==> src/rtl/bfiq_pkg.sv <==
`default_nettype none

package bfiq_pkg;

  // Store geometry. The bit store is kept as words of WORD_BITS bits.
  localparam int MAX_BYTES = 4096;
  localparam int WORD_BITS = 32;
  localparam int BIT_W     = $clog2(WORD_BITS);
  localparam int MEM_DEPTH = (MAX_BYTES * 8) / WORD_BITS;
  localparam int ADDR_W    = $clog2(MEM_DEPTH);
  localparam int POS_W     = $clog2(MAX_BYTES * 8);
  localparam int N_W       = POS_W + 1;

  // Field and register widths.
  localparam int OP_W    = 2;
  localparam int HASH_W  = 32;
  localparam int FB_W    = 13;
  localparam int NP_W    = 8;
  localparam int CIDX_W  = 2;

  // Hashing constants.
  localparam int ROT_RIGHT   = 17;
  localparam int PROBE_LIMIT = 30;
  localparam int PROBE_W     = $clog2(PROBE_LIMIT + 1);

  // Remainder unit works on a dividend one bit wider than the hash so that
  // it can reduce 2^32 as well.
  localparam int DIV_W = HASH_W + 1;
  localparam int CNT_W = $clog2(DIV_W + 1);

  // Operation codes.
  localparam logic [OP_W-1:0] OP_INSERT = 2'd0;
  localparam logic [OP_W-1:0] OP_QUERY  = 2'd1;
  localparam logic [OP_W-1:0] OP_CLEAR  = 2'd2;

  // Configuration register indexes.
  localparam logic [CIDX_W-1:0] CFG_FILTER_BYTES = 2'd0;
  localparam logic [CIDX_W-1:0] CFG_NUM_PROBES   = 2'd1;

  // Reset values of the configuration registers.
  localparam logic [FB_W-1:0] FB_RESET = 13'd8;
  localparam logic [NP_W-1:0] NP_RESET = 8'd6;

  typedef struct packed {
    logic             load;
    logic [DIV_W-1:0] dividend;
    logic [N_W-1:0]   divisor;
  } rem_req_t;

  typedef struct packed {
    logic           done;
    logic [N_W-1:0] rem;
  } rem_rsp_t;

endpackage

`default_nettype wire

==> src/rtl/bfiq_rem.sv <==
`default_nettype none

// Restoring remainder unit: one dividend bit per cycle, MSB first.
module bfiq_rem (
  input  wire logic              clk,
  input  wire logic              rst,
  input  wire bfiq_pkg::rem_req_t req,
  output bfiq_pkg::rem_rsp_t     rsp
);

  logic                           running;
  logic                           done;
  logic [bfiq_pkg::CNT_W-1:0]     cnt;
  logic [bfiq_pkg::DIV_W-1:0]     shreg;
  logic [bfiq_pkg::N_W-1:0]       r;
  logic [bfiq_pkg::N_W-1:0]       divisor;
  logic [bfiq_pkg::N_W:0]         trial;
  logic [bfiq_pkg::N_W-1:0]       r_next;

  // The partial remainder stays below the divisor, so the shifted value
  // stays below twice the divisor and one subtract restores it.
  always_comb begin
    trial = {r, shreg[bfiq_pkg::DIV_W-1]};
    if (trial >= {1'b0, divisor}) begin
      r_next = bfiq_pkg::N_W'(trial - {1'b0, divisor});
    end else begin
      r_next = trial[bfiq_pkg::N_W-1:0];
    end
  end

  always_ff @(posedge clk) begin
    if (rst) begin
      running <= 1'b0;
      done    <= 1'b0;
      cnt     <= '0;
    end else begin
      done <= 1'b0;
      if (req.load) begin
        running <= 1'b1;
        cnt     <= bfiq_pkg::CNT_W'(bfiq_pkg::DIV_W);
      end else if (running) begin
        cnt <= cnt - 1'b1;
        if (cnt == bfiq_pkg::CNT_W'(1)) begin
          running <= 1'b0;
          done    <= 1'b1;
        end
      end
    end
  end

  always_ff @(posedge clk) begin
    if (req.load) begin
      shreg   <= req.dividend;
      r       <= '0;
      divisor <= req.divisor;
    end else if (running) begin
      shreg <= shreg << 1;
      r     <= r_next;
    end
  end

  assign rsp.done = done;
  assign rsp.rem  = r;

endmodule

`default_nettype wire

==> config.mk <==
export PLATFORM = sky130hd
export DESIGN_NAME = bfiq_rem
export DESIGN_NICKNAME = d
export VERILOG_FILES = /design/src/rtl/bfiq_pkg.sv /design/src/rtl/bfiq_rem.sv
export SDC_FILE = /design/constraint.sdc
export NUM_CORES = 1
export LEC_CHECK = 0
export ABC_AREA = 1
export BUFFER_PORTS_ARGS = -buffer_cell sky130_fd_sc_hd__buf_2
export CAP_MARGIN = 10
export CORE_MARGIN = 1
export CORE_UTILIZATION = 51
export CTS_CLUSTER_SIZE = 10
export DETAILED_ROUTE_END_ITERATION = 7
export PLACE_DENSITY = 0.76
export SYNTH_ARGS = -nofsm -noshare
export SYNTH_HDL_FRONTEND = slang
export SYNTH_SLANG_ARGS = --single-unit
==> constraint.sdc <==
create_clock -name clk -period 1.9 [get_ports clk]
set_input_delay 0.38 -clock clk [delete_from_list [all_inputs] [get_ports clk]]
set_output_delay 0.38 -clock clk [all_outputs]
set_load 0.01 [all_outputs]
==> out/metrics.yaml <==
sta:
  setup_viol: 0
  rsz0062_at_grt: "yes"
  relSlewSlack_pct: 78.8
  max_slew.worst_pin.slew_ns: 0.316
  min_period_over_period_pct: 98.5
  fin_skew_ns: 0.00853
  hold_violations: 0
  fin_crit_ns: 1.87
  final.setup.worst_slack_ns: 0.0277
  fin_tns_setup_ns: 0
  fin_hold_ws_ns: 0.198
  fmax_mhz: 534
  slew_viol_final: 0
setup_path:
  cp.required_ns: 2.20
  cpPeakStageDelay_ns: 0.39
  worstSetupStartpointType: "flop"
  crit_path_max_fanout: 3
  critPathCaptureType: "flop"
  worstPathArrival_ns: 2.17
  worstPathCellList: "inv_2, ha_4, inv_2, fa_2, nand3_2, nand3_2, nand3b_1, nand3_1, nand2_1, nand2_1, nand2_2, nand3_1, nand2_1"
  critPathKind: "reg2reg"
  path_buf_inv: 2
  crit_family: "simple AND/OR/NAND/NOR gates"
  crit_top_cell: "nand2_1"
  crit_slowest_cell: "edfxtp_1"
clock_network:
  clock_sinks: 73
  cts-root-buf: "clkbuf_8"
  tritoncts: "done"
  clk_pin_slew_worst_paths_ns: 0.08
  cts_inserted_buffers: 9
  h-tree-depth: 3
  insertion_delay_ns: 0.35
  cts_buffer_depth: 2
final_layout:
  drive_above_1_share_pct: 30.9
  areaGrowthSynthToFinish_pct: 29.7
  antenna_cells: 0
  final_util_pct: 69.2
  fin_nets: 716
route:
  wl_met1_um: 4340
  wirelength_um: 9960
  viasPerCell: 5.02
  postRouteAntennaNets: 0
  dr_wl_met2_um: 4750
  routedWlPerCell_um: 13.3
  drc: 0
  wl_met3_um: 652
  first_pass_iters: 5
  via_count: 3778
  highest_layer: "met4"
  drt_iter0_drc: 241
power:
  power.density_mw_per_mm2: 698
  p_leak_nw: 2.77
  power_mw: 3.79
  peakVddDrop_mv: 0.469
  p_int_mw: 2.82
  pwr-share-seq_pct: 49.5
  clockPowerShare_pct: 35.3
  p_sw_uw: 972
  p_sw_share_pct: 25.6
  power_frac_comb_pct: 15.1
logic_synthesis:
  synth_ff_type: "edfxtp_1"
  ys_types: 35
  syn_avg_cell_area_um2: 7.71
  syn_inst: 543
  syn_area_mm2: 0.00419
  synth_seq_cells: 73
  ys_seq_area_share_pct: 46.6
  synth-async-reset-ratio_pct: 0
  synth_warnings: 0
  synth-edff-count: 49
  synth_nets: 614
global_route:
  grt_max_degree: 34
  grt_pass1_vias: 3547
  grt.overflow.total: 0
  grt_pass1_wl_um: 15800
  antenna_found_initial: 0
  grt.total_usage_pct: 23.5
placement:
  pre_cts_ws_ns: -0.0189
  gp_congestion: 0.957
  dp_hpwl_um: 6990
  port_buffers: 68
die:
  rows: 32
  coreArea_mm2: 0.00785
  initial_core_util_pct: 53.3
  die_h_um: 92.6
  ios: 69
  die_area_mm2: 0.00857
  die_x_um: 92.6
run:
  max-cap-violations: 0
run_status:
  status: "finished clean"
min_path:
  hp-class: "in2reg"
==> layout by cell type, fill, tap and decap left out, types with 7 or more instances in the layout <==
cell      instances
a21oi_1           9
buf_2            68
buf_4            31
clkbuf_8          9
dfxtp_1          22
edfxtp_1         49
ha_4             16
inv_1            66
inv_2            15
nand2_1         209
nand2_2          18
nand3_1          29
nand3_2          13
nand3b_1          7
nor2_1           21
==> layer usage <==
layer	vias to the layer above	global-route usage, %
met4	0	8.33
met1	1722	30.3
met2	122	38.6
met5	-	0
met3	23	5.58
li1	1911	-
==> power by group through the flow <==
stage / Combinational [mW] / Clock (mW) / Sequential, mW
finish: 0.572 / 1.34 / 1.88
global route: 0.643 / 1.40 / 1.89
CTS: 0.490 / 1.36 / 1.87
detailed placement: 0.484 / 0 / 1.91
global placement: 0.469 / 0 / 1.90
floorplan: 0.301 / 0 / 1.90
==> synthesized netlist by cell type (2+ instances only) <==
library cell,n,share of area [%]
nand2_4,2,0.54
clkbuf_1,7,0.63
inv_1,81,7.3
buf_4,3,0.54
nand3_1,38,4.5
nor2_2,3,0.45
edfxtp_1,49,35
nor2_4,2,0.54
nand3b_1,7,1.3
xor2_1,2,0.42
nand2_1,225,20
xnor2_1,7,1.5
nor2_1,25,2.2
a211oi_1,2,0.36
nand4_1,5,0.75
dfxtp_1,24,11
ha_1,18,5.4
nand2_2,6,0.90
o21ai_0,7,0.84
a21oi_1,9,1.1
nand3_2,4,0.96
nor3_1,4,0.48
==> repair_timing <==
action | in CTS | in global routing
hold buffers | 0 | 0
resized for setup | 3 | 86
pin swaps | 1 | 38
buffers inserted | 0 | 7
setup endpoints to repair | 4 | 16
hold endpoints to repair | 0 | 0
==> sequential cells by signal, indices dropped and copies added (netlist names) <==
register / cells
r: 16
divisor: 16
done: 1
running: 1
shreg: 33
cnt: 6
==> path summary, 6_finish.rpt <==
check               endpoint  slack (ns)       from  cells after the start
setup / recovery       r[12]        0.03  shreg[32]                     13
hold reg to reg        r[15]        0.50      r[15]                      2
hold / removal    divisor[5]        0.20     req[5]                      1
setup reg to reg       r[12]        0.03  shreg[32]                     13
==> area by class of cell <==
| class | count | area [um2] |
|---|---|---|
| multi-input combinational | 375 | 2190 |
| sequential | 73 | 1950 |
| timing repair buffer | 104 | 638 |
| clock inverter | 5 | 80.1 |
| clock buffer | 11 | 131 |
| inverter | 82 | 308 |
| tap | 102 | 128 |
| fill | 653 | 2420 |
==> kinds of logic after synthesis <==
logic type	Yosys count	synth area share, %
adder cells (fa/ha/maj)	19	5.86
AO/OA/AOI/OAI	22	2.96
buffers and inverters	95	9.23
flip-flops	73	46.6
XOR/XNOR	9	1.88
AND/OR/NAND/NOR	325	33.4
==> through the flow <==
step | instances | instance area, um2
global placement | 729 | 4810
detailed placement | 729 | 4810
global route | 752 | 5430
CTS | 745 | 5030
finish | 752 | 5430
floorplan | 543 | 4190
No activity file was read; power rests on OpenSTA's default activity.
